--- src/scm_pkg.sv ---
// Shared types and constants for the stereo chorus block.
// Used by every module in src; depends on nothing else.
package scm_pkg;

  localparam int SAMPLE_BITS    = 24;
  localparam int MIX_BITS       = 16;
  localparam int CENTRE_BITS    = 18;
  localparam int DEPTH_BITS     = 18;
  localparam int STEP_BITS      = 32;
  localparam int CFG_DATA_BITS  = 32;
  localparam int CFG_INDEX_BITS = 2;
  // Signed delay offset: an 18-bit magnitude plus sign.
  localparam int OFFSET_BITS    = DEPTH_BITS + 1;
  // Quarter-wave sine entries are Q1.15 magnitudes capped at 32767.
  localparam int SINE_BITS      = 15;

  localparam logic [CFG_INDEX_BITS-1:0] CFG_MIX    = 2'd0;
  localparam logic [CFG_INDEX_BITS-1:0] CFG_CENTRE = 2'd1;
  localparam logic [CFG_INDEX_BITS-1:0] CFG_DEPTH  = 2'd2;
  localparam logic [CFG_INDEX_BITS-1:0] CFG_STEP   = 2'd3;

  localparam logic [MIX_BITS-1:0]    MIX_RESET    = 16'd0;
  localparam logic [CENTRE_BITS-1:0] CENTRE_RESET = 18'd61440;
  localparam logic [DEPTH_BITS-1:0]  DEPTH_RESET  = 18'd24576;
  localparam logic [STEP_BITS-1:0]   STEP_RESET   = 32'd44739;
  localparam logic [MIX_BITS-1:0]    MIX_FULL     = 16'h8000;

  // pi/2 in Q30, seed of the sine series.
  localparam logic [63:0] HALF_PI_Q30 = 64'd1686629713;

  localparam int LFO_LATENCY  = 5;
  localparam int LANE_LATENCY = 8;
  localparam int PIPE_LATENCY = LFO_LATENCY + LANE_LATENCY;
  localparam int CNT_BITS     = $clog2(PIPE_LATENCY);

  typedef logic signed [SAMPLE_BITS-1:0] sample_t;

  typedef struct packed {
    sample_t left_in;
    sample_t right_in;
  } in_item_t;

  typedef struct packed {
    sample_t left_out;
    sample_t right_out;
  } out_item_t;

  typedef struct packed {
    logic wr_en;
    logic wrapped;
  } lane_ctrl_t;

  typedef struct packed {
    logic load;
    logic bypass;
  } merge_ctrl_t;

endpackage

--- src/scm_merge.sv ---
// Output stage: joins the two lane results, or the dry pair on bypass, into
// one registered output item. Depends on scm_pkg.
module scm_merge import scm_pkg::*; (
  input  logic        clk,
  input  logic        rst,
  input  merge_ctrl_t ctrl,
  input  sample_t     left_mixed,
  input  sample_t     right_mixed,
  input  in_item_t    dry,
  input  logic        out_stall,
  output logic        ready,
  output logic        out_valid,
  output out_item_t   out_item
);

  assign ready = !out_valid || !out_stall;

  always_ff @(posedge clk) begin
    if (rst) begin
      out_valid <= 1'b0;
    end else if (ctrl.load) begin
      out_valid <= 1'b1;
    end else if (!out_stall) begin
      out_valid <= 1'b0;
    end
  end

  always_ff @(posedge clk) begin
    if (ctrl.load) begin
      if (ctrl.bypass) begin
        out_item.left_out  <= dry.left_in;
        out_item.right_out <= dry.right_in;
      end else begin
        out_item.left_out  <= left_mixed;
        out_item.right_out <= right_mixed;
      end
    end
  end

endmodule

--- config.mk ---
export PLATFORM = sky130hd
export DESIGN_NAME = scm_merge
export DESIGN_NICKNAME = d
export VERILOG_FILES = /design/src/scm_pkg.sv /design/src/scm_merge.sv
export SDC_FILE = /design/constraint.sdc
export NUM_CORES = 1
export LEC_CHECK = 0
export ABC_AREA = 0
export ABC_CLOCK_PERIOD_IN_PS = 1300
export BUFFER_PORTS_ARGS = -buffer_cell sky130_fd_sc_hd__clkbuf_2
export CELL_PAD_IN_SITES_DETAIL_PLACEMENT = 0
export CELL_PAD_IN_SITES_GLOBAL_PLACEMENT = 1
export CORE_MARGIN = 3
export CORE_UTILIZATION = 31
export CTS_CLUSTER_DIAMETER = 200
export CTS_CLUSTER_SIZE = 12
export DETAILED_ROUTE_END_ITERATION = 16
export GPL_TIMING_DRIVEN = 0
export PLACE_DENSITY_LB_ADDON = 0.1
export SLEW_MARGIN = 10
export SYNTH_ARGS = -nofsm -noshare
export SYNTH_HDL_FRONTEND = slang
export SYNTH_SLANG_ARGS = --single-unit
export TNS_END_PERCENT = 20
--- constraint.sdc ---
create_clock -name clk -period 1.3 [get_ports clk]
set_clock_uncertainty 0.15 [all_clocks]
set_input_delay 0.065 -clock clk [delete_from_list [all_inputs] [get_ports clk]]
set_output_delay 0.065 -clock clk [all_outputs]
set_load 0.02 [all_outputs]
==> impl_metrics.ini <==
[run_status]
status = completed

[hold_path]
hold_class = primary input to register
hold_end = out_item[2]
hp-start = ctrl[0]
holdPathStages = 2

[critical_path]
path_class = primary input to output pin
crit_required_ns = 1.09
crit_start = out_stall
reg2reg_to = out_valid
critPathTopFamily = buffers and inverters
cp_common_cell = clkbuf_2
arrival_ns = 0.95
slowest_stage = dlygate4sd3_1
max_stage_delay_ns = 0.55
cp_max_fo = 2
reg2reg_from = out_valid
r2r_slack_ns = 0.54
end_kind = output pin
cp_num_buf_inv = 3
crit_chain = dlygate4sd3_1, clkbuf_2, nand2_1, clkbuf_2
cp-start-kind = primary input
rr_worst_depth = 2

[power_and_ir_drop]
combPwrFrac = 0.253
netSwitchingFraction = 0.2465
powerDensity_nw_per_um2 = 925.4
p_seq_frac = 0.519
switching_power_w = 0.0009205
pwr-share-clk = 0.228
leakage_nw = 1.850
p_int_w = 0.002815
vdd_drop_max_mv = 0.5646

[synthesis]
ys_types = 9
ys_warn_count = 0
synth_compound_area_frac = 0.002346
yosys.area_share.xor_xnor = 0
ys_seq_elements = 49
yosysSeqAreaShare = 0.6850
synth_top_family_by_area = multiplexers
synthMuxAreaShare = 0.2886
syn_inst = 105
yosys.area_share.simple = 0.003519
synthAdderAreaFrac = 0
synth_area_um2 = 2133
synth_fp_nets = 206
syn_area_per_cell_um2 = 20.32

[cts]
htree_levels = 2
clk_latency_ns = 0.29
holdBufCountCts = 98
cts_made_buffers = 5
cts_tree = built
clk_path_buf_depth = 2
cts-resized-gates = 0
postCtsSetupRepairBufs = 0
clock-sinks = 49
ctsRootBufferMaster = clkbuf_8
clk_pin_slew_ns = 0.08

[cells_and_area]
n_antenna_cell = 0
drive_above_1_share = 0.5750
nets = 460
layout.cells.non_filler = 437
area_growth_pct = 89.21
nFillCells = 512
stdcell_area_um2 = 4036

[global_routing]
grt_pass1_wl_mm = 9.108
antenna_found_initial = 0
first_global_vias = 2056
grt_max_degree = 50
grt_usage = 0.1528
grt.overflow.total = 0

[timing]
period_needed_ns = 1.167
rsz0062_at_grt = false
fin_crit_sh = 0.8974
worst_pin_slew_ns = 1.086
fmax_ghz = 0.8571
hold_viol_final = 0
setup-violations-final = 0
max_slew_margin = 0.2762
slew_viol_final = 0
fin_ws_ns = 0.1333

[floorplanning]
die_y_um = 88.96
initial_core_util = 0.3285
core-area_um2 = 6495
dieArea_um2 = 7913
row_count = 29
io_pins = 151
die_x_um = 88.96

[detailed_routing]
wl_mm = 6.082
vias_per_cell = 4.330
drc = 0
antenna_left = 0
num_vias = 1892
drtPass1Iterations = 3
drtIter0Drc = 57
routedWlPerCell_um = 13.92

[flow_run]
cap_violations = 0

[placement]
gp_congestion = 0.6427
place_ws_ns = -0.2712
post-place-cells = 331
hpwl_mm = 3.671
place_area_um2 = 2975
port_buffers = 149
==> logic make-up (layout without fill, tap and decap cells) <==
logic type             Yosys count  after routing
muxes                           48             48
AOI/OAI and AO/OA                1              1
DFF                             49             49
and+or+nand+nor                  2              2
buffers and inverters            5            260
==> metrics by stage <==
stage	power, W	hold WS, ns	TNS (ns)	utilization
after floorplan	0.002358	-0.01262	0	-
after global placement	0.002680	0.07306	-13.10	0.4581
after detailed placement	0.002688	0.07450	-13.06	0.4581
after CTS	0.003777	0.008547	0	0.6215
after global routing	0.003918	0.01309	0	0.6215
final	0.003735	0.01468	0	0.6215
==> power groups by stage <==
stage          combinational [W]  sequential (W)  clock (W)
6_report                0.000947         0.00194   0.000851
5_1_grt                  0.00102         0.00195   0.000947
4_1_cts                 0.000946         0.00194   0.000890
3_5_place_dp            0.000712         0.00198          0
3_3_place_gp            0.000709         0.00197          0
2_1_floorplan           0.000192         0.00217          0
==> layer usage <==
metal | routed length (um) | global-route usage | vias to the layer above
li1 | - | - | 915
met1 | 2102 | 0.1443 | 863
met2 | 3286 | 0.2942 | 101
met3 | 560 | 0.06083 | 13
met4 | 133 | 0.05548 | 0
met5 | 0 | 0 | -
==> layout make-up <==
cell class              instances  area, um^2  area share
plain buffers                   5       43.79     0.01085
clock buffers                   8       80.08     0.01984
multi-input cells              51       628.1      0.1556
flip-flops and latches         49        1461      0.3621
well taps                      77       96.34     0.02387
repair buffers                247        1727      0.4278
==> placed cells by master, fill, tap and decap left out <==
master | synthesis | layout
dlygate4sd3_1 | 0 | 98
clkbuf_1 | 0 | 3
mux2_2 | 28 | 28
mux2_4 | 20 | 20
clkbuf_2 | 0 | 148
a21oi_1 | 1 | 1
dfxtp_1 | 1 | 1
edfxtp_1 | 48 | 48
buf_6 | 3 | 3
nand2_1 | 1 | 1
buf_2 | 2 | 3
nor2_1 | 1 | 1
clkbuf_8 | 0 | 5
==> Yosys cell counts, drive strengths merged <==
cell	count	area [um^2]
edfxtp	48	1441
mux2	48	615.6
buf	5	43.79
a21oi	1	5.000
dfxtp	1	20.02
nand2	1	3.750
nor2	1	3.750
==> registers in the layout, summed over array words and instances (netlist names) <==
signal and count:
out_item 48, out_valid 1
==> worst max-delay path by stage <==
stage | endpoint | slack [ns] | cells past startpoint
finish | ready | 0.13 | 4
global route | out_item[32] | 0.09 | 1
CTS | out_item[23] | 0.05 | 1
detailed placement | out_item[14] | -0.27 | 1
global placement | out_item[14] | -0.27 | 1
floorplan | out_item[23] | 0.25 | 3
No activity file was read; power rests on OpenSTA's default activity.
