### config.mk
export PLATFORM = sky130hd
export DESIGN_NAME = scm_lfo
export DESIGN_NICKNAME = d
export VERILOG_FILES = /design/src/scm_pkg.sv /design/src/scm_lfo.sv
export SDC_FILE = /design/constraint.sdc
export NUM_CORES = 1
export LEC_CHECK = 0
export BUFFER_PORTS_ARGS = -buffer_cell sky130_fd_sc_hd__buf_4
export CAP_MARGIN = 20
export CORE_AREA = 2 2 130 182
export DETAILED_ROUTE_END_ITERATION = 10
export DIE_AREA = 0 0 132 184
export PLACE_DENSITY = 0.76
export SLEW_MARGIN = 20
export SYNTH_ARGS = -nofsm -noshare
export SYNTH_HDL_FRONTEND = slang
export SYNTH_SLANG_ARGS = --single-unit
### constraint.sdc
create_clock -name clk -period 7.5 [get_ports clk]
set_clock_uncertainty 0.15 [all_clocks]
set_input_delay 0.375 -clock clk [delete_from_list [all_inputs] [get_ports clk]]
set_output_delay 0.375 -clock clk [all_outputs]
set_load 0.01 [all_outputs]
### src/scm_pkg.sv
// Shared types and constants for the stereo chorus block.
// Used by every module in src; depends on nothing else.
package scm_pkg;

  localparam int SAMPLE_BITS    = 24;
  localparam int MIX_BITS       = 16;
  localparam int CENTRE_BITS    = 18;
  localparam int DEPTH_BITS     = 18;
  localparam int STEP_BITS      = 32;
  localparam int CFG_DATA_BITS  = 32;
  localparam int CFG_INDEX_BITS = 2;
  // Signed delay offset: an 18-bit magnitude plus sign.
  localparam int OFFSET_BITS    = DEPTH_BITS + 1;
  // Quarter-wave sine entries are Q1.15 magnitudes capped at 32767.
  localparam int SINE_BITS      = 15;

  localparam logic [CFG_INDEX_BITS-1:0] CFG_MIX    = 2'd0;
  localparam logic [CFG_INDEX_BITS-1:0] CFG_CENTRE = 2'd1;
  localparam logic [CFG_INDEX_BITS-1:0] CFG_DEPTH  = 2'd2;
  localparam logic [CFG_INDEX_BITS-1:0] CFG_STEP   = 2'd3;

  localparam logic [MIX_BITS-1:0]    MIX_RESET    = 16'd0;
  localparam logic [CENTRE_BITS-1:0] CENTRE_RESET = 18'd61440;
  localparam logic [DEPTH_BITS-1:0]  DEPTH_RESET  = 18'd24576;
  localparam logic [STEP_BITS-1:0]   STEP_RESET   = 32'd44739;
  localparam logic [MIX_BITS-1:0]    MIX_FULL     = 16'h8000;

  // pi/2 in Q30, seed of the sine series.
  localparam logic [63:0] HALF_PI_Q30 = 64'd1686629713;

  localparam int LFO_LATENCY  = 5;
  localparam int LANE_LATENCY = 8;
  localparam int PIPE_LATENCY = LFO_LATENCY + LANE_LATENCY;
  localparam int CNT_BITS     = $clog2(PIPE_LATENCY);

  typedef logic signed [SAMPLE_BITS-1:0] sample_t;

  typedef struct packed {
    sample_t left_in;
    sample_t right_in;
  } in_item_t;

  typedef struct packed {
    sample_t left_out;
    sample_t right_out;
  } out_item_t;

  typedef struct packed {
    logic wr_en;
    logic wrapped;
  } lane_ctrl_t;

  typedef struct packed {
    logic load;
    logic bypass;
  } merge_ctrl_t;

endpackage

### src/scm_lfo.sv
// Sine LFO for the chorus: phase to table index, quarter-wave lookup and delay swing.
// Depends on scm_pkg.
module scm_lfo import scm_pkg::*; #(
  parameter int TABLE_DEPTH = 256
) (
  input  logic                          clk,
  input  logic [STEP_BITS-1:0]          phase,
  input  logic [DEPTH_BITS-1:0]         sweep_depth,
  output logic signed [OFFSET_BITS-1:0] offset
);

  localparam int QUARTER    = TABLE_DEPTH / 4;
  localparam int IDX_BITS   = $clog2(TABLE_DEPTH);
  localparam int ENTRY_BITS = $clog2(QUARTER + 1);
  localparam int PP_BITS    = STEP_BITS + IDX_BITS + 1;
  localparam int SW_BITS    = DEPTH_BITS + SINE_BITS;
  localparam logic [IDX_BITS:0] Q1 = (IDX_BITS + 1)'(QUARTER);
  localparam logic [IDX_BITS:0] Q2 = (IDX_BITS + 1)'(2 * QUARTER);
  localparam logic [IDX_BITS:0] Q3 = (IDX_BITS + 1)'(3 * QUARTER);
  localparam logic [IDX_BITS:0] Q4 = (IDX_BITS + 1)'(4 * QUARTER);
  localparam logic [IDX_BITS:0] TD = (IDX_BITS + 1)'(TABLE_DEPTH);

  // Integer Taylor series for sin(pi/2 * k / QUARTER), rounded to Q1.15.
  function automatic logic [SINE_BITS-1:0] sine_entry(input int k);
    logic [63:0]        x;
    logic [63:0]        t;
    logic signed [63:0] sum;
    int                 n;
    x   = 64'(k) * HALF_PI_Q30 / QUARTER;
    t   = x;
    sum = signed'(x);
    for (n = 1; n <= 12; n++) begin
      t = (t * x) >> 30;
      t = (t * x) >> 30;
      case (n)
        1:       t = t / 6;
        2:       t = t / 20;
        3:       t = t / 42;
        4:       t = t / 72;
        5:       t = t / 110;
        6:       t = t / 156;
        7:       t = t / 210;
        8:       t = t / 272;
        9:       t = t / 342;
        10:      t = t / 420;
        11:      t = t / 506;
        default: t = t / 600;
      endcase
      if (n[0]) sum = sum - signed'(t);
      else sum = sum + signed'(t);
    end
    if (sum < 0) sum = 0;
    sum = (sum + 64'sd16384) >>> 15;
    if (sum > 64'sd32767) sum = 64'sd32767;
    return SINE_BITS'(sum);
  endfunction

  logic [SINE_BITS-1:0] sine_rom [QUARTER+1];

  for (genvar g = 0; g <= QUARTER; g++) begin : g_rom
    localparam logic [SINE_BITS-1:0] ENTRY = sine_entry(g);
    assign sine_rom[g] = ENTRY;
  end

  logic [PP_BITS-1:0]    phase_prod;
  logic [IDX_BITS-1:0]   idx;
  logic [IDX_BITS:0]     idx_x;
  logic [IDX_BITS:0]     k;
  logic [2:0]            quad_raw;
  logic [1:0]            quad;
  logic [ENTRY_BITS-1:0] entry;
  logic [ENTRY_BITS-1:0] entry_next;
  logic                  neg_s2;
  logic                  neg_s3;
  logic                  neg_s4;
  logic [SINE_BITS-1:0]  mag;
  logic [SW_BITS-1:0]    prod;
  logic [SW_BITS:0]      rounded;
  logic [DEPTH_BITS-1:0] off_mag;
  logic signed [OFFSET_BITS-1:0] offset_next;

  assign phase_prod = PP_BITS'(phase) * PP_BITS'(TD);

  // Quadrant split by comparing against the quarter boundaries.
  always_comb begin
    idx_x = {1'b0, idx};
    if (idx_x >= Q4) begin
      quad_raw = 3'd4;
      k        = idx_x - Q4;
    end else if (idx_x >= Q3) begin
      quad_raw = 3'd3;
      k        = idx_x - Q3;
    end else if (idx_x >= Q2) begin
      quad_raw = 3'd2;
      k        = idx_x - Q2;
    end else if (idx_x >= Q1) begin
      quad_raw = 3'd1;
      k        = idx_x - Q1;
    end else begin
      quad_raw = 3'd0;
      k        = idx_x;
    end
    quad       = quad_raw[1:0];
    entry_next = quad[0] ? ENTRY_BITS'(Q1 - k) : ENTRY_BITS'(k);
  end

  always_comb begin
    rounded     = (SW_BITS + 1)'(prod) + (SW_BITS + 1)'(16384);
    off_mag     = DEPTH_BITS'(rounded >> 15);
    offset_next = neg_s4 ? -signed'({1'b0, off_mag}) : signed'({1'b0, off_mag});
  end

  always_ff @(posedge clk) begin
    idx    <= phase_prod[STEP_BITS +: IDX_BITS];
    entry  <= entry_next;
    neg_s2 <= quad[1];
    mag    <= sine_rom[entry];
    neg_s3 <= neg_s2;
    prod   <= SW_BITS'(sweep_depth) * SW_BITS'(mag);
    neg_s4 <= neg_s3;
    offset <= offset_next;
  end

endmodule

==> run summary <==
============================================================================================
Number of placed I/O pins .....................................................           70
Total count of max-transition violations in the final report ..................            0
FP Rows .......................................................................           65
Count of buffers from port buffering ..........................................           45
Total GRT Usage ...............................................................        23.6%
Post-CTS setup buffer count ...................................................            0
Number of global-route vias before repair .....................................        10211
Count of unique library cells instantiated by Yosys ...........................           58
Min Clock Period, post-route ..................................................      6.77 ns
CTS tree ......................................................................          yes
Area grow syn2layout ..........................................................        7.33%
Register-to-register setup slack ..............................................      0.73 ns
Synthesized flop and latch total ..............................................           71
Final antenna-violating net count .............................................            0
Commonest cells after routing, fill and taps aside ............................ inv_1 (246), fa_1 (205), nand2_1 (182), and2_1 (146), ha_1 (110)
Clock net sink count ..........................................................           71
Unrepaired setup endpoints after global routing ...............................           no
Synth Area in Compound Gates ..................................................        10.4%
Mapped Nets ...................................................................         1797
Share of synthesized area occupied by flip-flops and latches ..................        11.5%
Core Footprint ................................................................  22500 sq um
Remaining max-slew budget at the tightest pin .................................        31.1%
Weighted congestion at the end of routability-driven global placement .........        0.904
H-Tree Depth ..................................................................            3
Clock buffer count from CTS ...................................................            9
Post-detailed-route wirelength per cell .......................................      15.7 um
Die Width .....................................................................       132 um
Wire length of the first global-routing pass ..................................     46700 um
Outcome ....................................................................... finished, final reports clean
Number of DRC violations after detailed-routing iteration 0 ...................          475
Die Span Y ....................................................................       184 um
Later-pin clock latency in the skew report ....................................      0.34 ns
Post-synth EDFFs ..............................................................            0
Count of mapped cells out of synthesis ........................................         1431
Final Hold Viols ..............................................................            0
Number of antenna cells inserted ..............................................            0
Asr flop ratio synth ..........................................................           0%
Final period utilization ......................................................        90.3%
Routed vias ...................................................................         9605
Number of iterations in the first detailed-routing pass .......................            5
Total detailed-routing wirelength .............................................     27400 um
Crit path launch type .........................................................         flop
Most frequent standard cell in the layout excluding fill and tap cells ........        inv_1
Arrival time worst endpoint ...................................................      6.85 ns
Share of layout cells above drive strength 1 ..................................        6.38%
Mean area per synthesized cell ................................................   8.60 sq um
Global route total overflow ...................................................            0
Combinational family with the most area after synthesis .......................  adder cells
Final number of setup-violating endpoints .....................................            0
Via density ...................................................................         5.51
Max Cap Violations ............................................................            0
Residual DRC ..................................................................            0
Basic-gate share of the synthesized area counting and, or, nand and nor cells .        18.3%
Met2 Track Usage GR ...........................................................        44.5%
Total area of multi-input combinational cells .................................   9680 sq um
Data required, critical path ..................................................      7.58 ns
Share of cell area taken by muxes after synthesis .............................        1.20%
CP endpoint kind ..............................................................         flop
Effective utilization at floorplan ............................................        54.6%
Storage cell area .............................................................   1420 sq um
Number of fill cells in the layout ............................................         1955
Busiest grt layer .............................................................         met2
Clock slew at reported path FFs ...............................................      0.06 ns
Synthesis Warnings ............................................................            0
Category of the most critical setup path ...................................... flop to flop
Transition time of the tightest slew-check pin ................................      1.03 ns
Cell area after synthesis .....................................................  12300 sq um
Floorplan die area ............................................................  24300 sq um
Pin count of the biggest net entering global routing ..........................           64
CTS Root Buffer Type ..........................................................    clkbuf_16
Antenna violations before repair ..............................................            0
Count of nets after finishing .................................................         1803
M1 GR Usage ...................................................................        26.1%
Buffer levels on the longest clock path .......................................            2
Highest clock rate ............................................................      148 MHz
Met3 usage ....................................................................        3.20%
Most used flip-flop cell after synthesis ......................................      dfxtp_1
Worst-path fanout max .........................................................           18
Total negative slack for setup checks .........................................         0 ns
Xor and xnor area share after synthesis .......................................        4.20%
Hold Path Class ............................................................... flop to flop
Adder and majority cell fraction of the synthesized area ......................        44.5%
Placed wire-length estimate after detailed placement ..........................     22200 um
============================================================================================
## cell families (layout without fill, tap and decap cells)
group	Yosys count	count (layout)
AND/OR/NAND/NOR	456	456
buffers and inverters	318	329
adder cells (fa/ha/maj)	315	315
AO/OA/AOI/OAI	199	199
flip-flops	71	71
XOR/XNOR	59	59
multiplexers	13	13
## cells in the mapped netlist, drive strengths merged, types with 4 or more instances
library cell / n / area (sq um)
inv: 246 / 923
fa: 205 / 4100
nand2: 182 / 683
and2: 146 / 913
ha: 110 / 1380
dfxtp: 71 / 1420
clkbuf: 61 / 230
a21oi: 52 / 260
o21ai: 52 / 260
nor2: 48 / 180
xnor2: 44 / 385
nand3: 25 / 130
xor2: 15 / 131
a211oi: 11 / 82.6
buf: 11 / 56.3
o211ai: 11 / 82.6
a21o: 10 / 75.1
nor3: 10 / 55.1
a31oi: 8 / 50.1
mux2i: 8 / 80.1
nand2b: 8 / 50.1
nand4: 8 / 50.1
o21a: 7 / 52.6
or3: 7 / 43.8
o21bai: 6 / 48.8
o221ai: 6 / 52.6
o22ai: 6 / 37.5
o31ai: 6 / 45.0
a311oi: 5 / 43.8
or2: 5 / 31.3
mux2: 4 / 45.0
nor2b: 4 / 25.0
nor4: 4 / 25.0
o311ai: 4 / 35.0
## cell type report
class	count	area share, %
Multi-Input combinational cell	1042	73.3
Sequential cell	71	10.8
Inverter	246	6.99
Timing Repair Buffer	67	3.96
Tap cell	301	2.85
Clock buffer	9	1.71
Clock inverter	7	0.474
## state kept, by name, summed over array words and instances (netlist names)
signal and count:
entry 7, idx 8, mag 15, neg_s2 1, neg_s3 1, neg_s4 1
offset 19, prod 19
## layer usage
layer	vias to the layer above	share of wire [%]
li1	4513	-
met1	4705	39
met2	294	53
met3	93	4.9
met4	0	3.5
met5	-	0
## final timing paths
| check | startpoint | endpoint | cells after the start |
|---|---|---|---|
| max | mag[5]$_SDFF_PP1_ | prod[26]$_DFF_P_ | 21 |
| min | neg_s2$_SDFF_PP1_ | neg_s3$_DFF_P_ | 0 |
| max reg2reg | mag[5]$_SDFF_PP1_ | prod[26]$_DFF_P_ | 21 |
| min reg2reg | neg_s2$_SDFF_PP1_ | neg_s3$_DFF_P_ | 0 |
## through the flow
step           instance area (sq um)  std cells  hold WS, ns  utilization (%)  setup slack [ns]
2_1_floorplan                  12300       1431        0.160                -              1.25
3_3_place_gp                   12800       1719        0.160             57.0             0.889
3_5_place_dp                   12800       1719        0.166             57.0             0.779
4_1_cts                        13200       1743        0.181             58.6             0.811
5_1_grt                        13200       1743        0.192             58.6             0.380
6_report                       13200       1743        0.179             58.6             0.729
## worst max-delay path, stage by stage (launching register included)
cell,delay [ns]
dfxtp_1,0.71
and2_1,0.23
fa_1,0.41
inv_1,0.08
fa_1,0.40
inv_1,0.09
fa_1,0.44
fa_1,0.49
fa_1,0.55
inv_1,0.06
fa_1,0.53
inv_1,0.04
ha_1,0.29
a21o_1,0.19
a211oi_1,0.36
nand3_1,0.16
o21ai_0,0.27
buf_4,0.19
o21ai_0,0.20
a21oi_1,0.45
o21ai_0,0.19
xor2_1,0.16
## repair_timing
action	CTS	global route
endpoints found under the hold margin	8	0
hold buffers	8	0
gates resized for setup	0	0
Power is left out: the tool's default activity adds up to more than one toggle a clock period on the data nets, which glitch-free logic cannot reach.
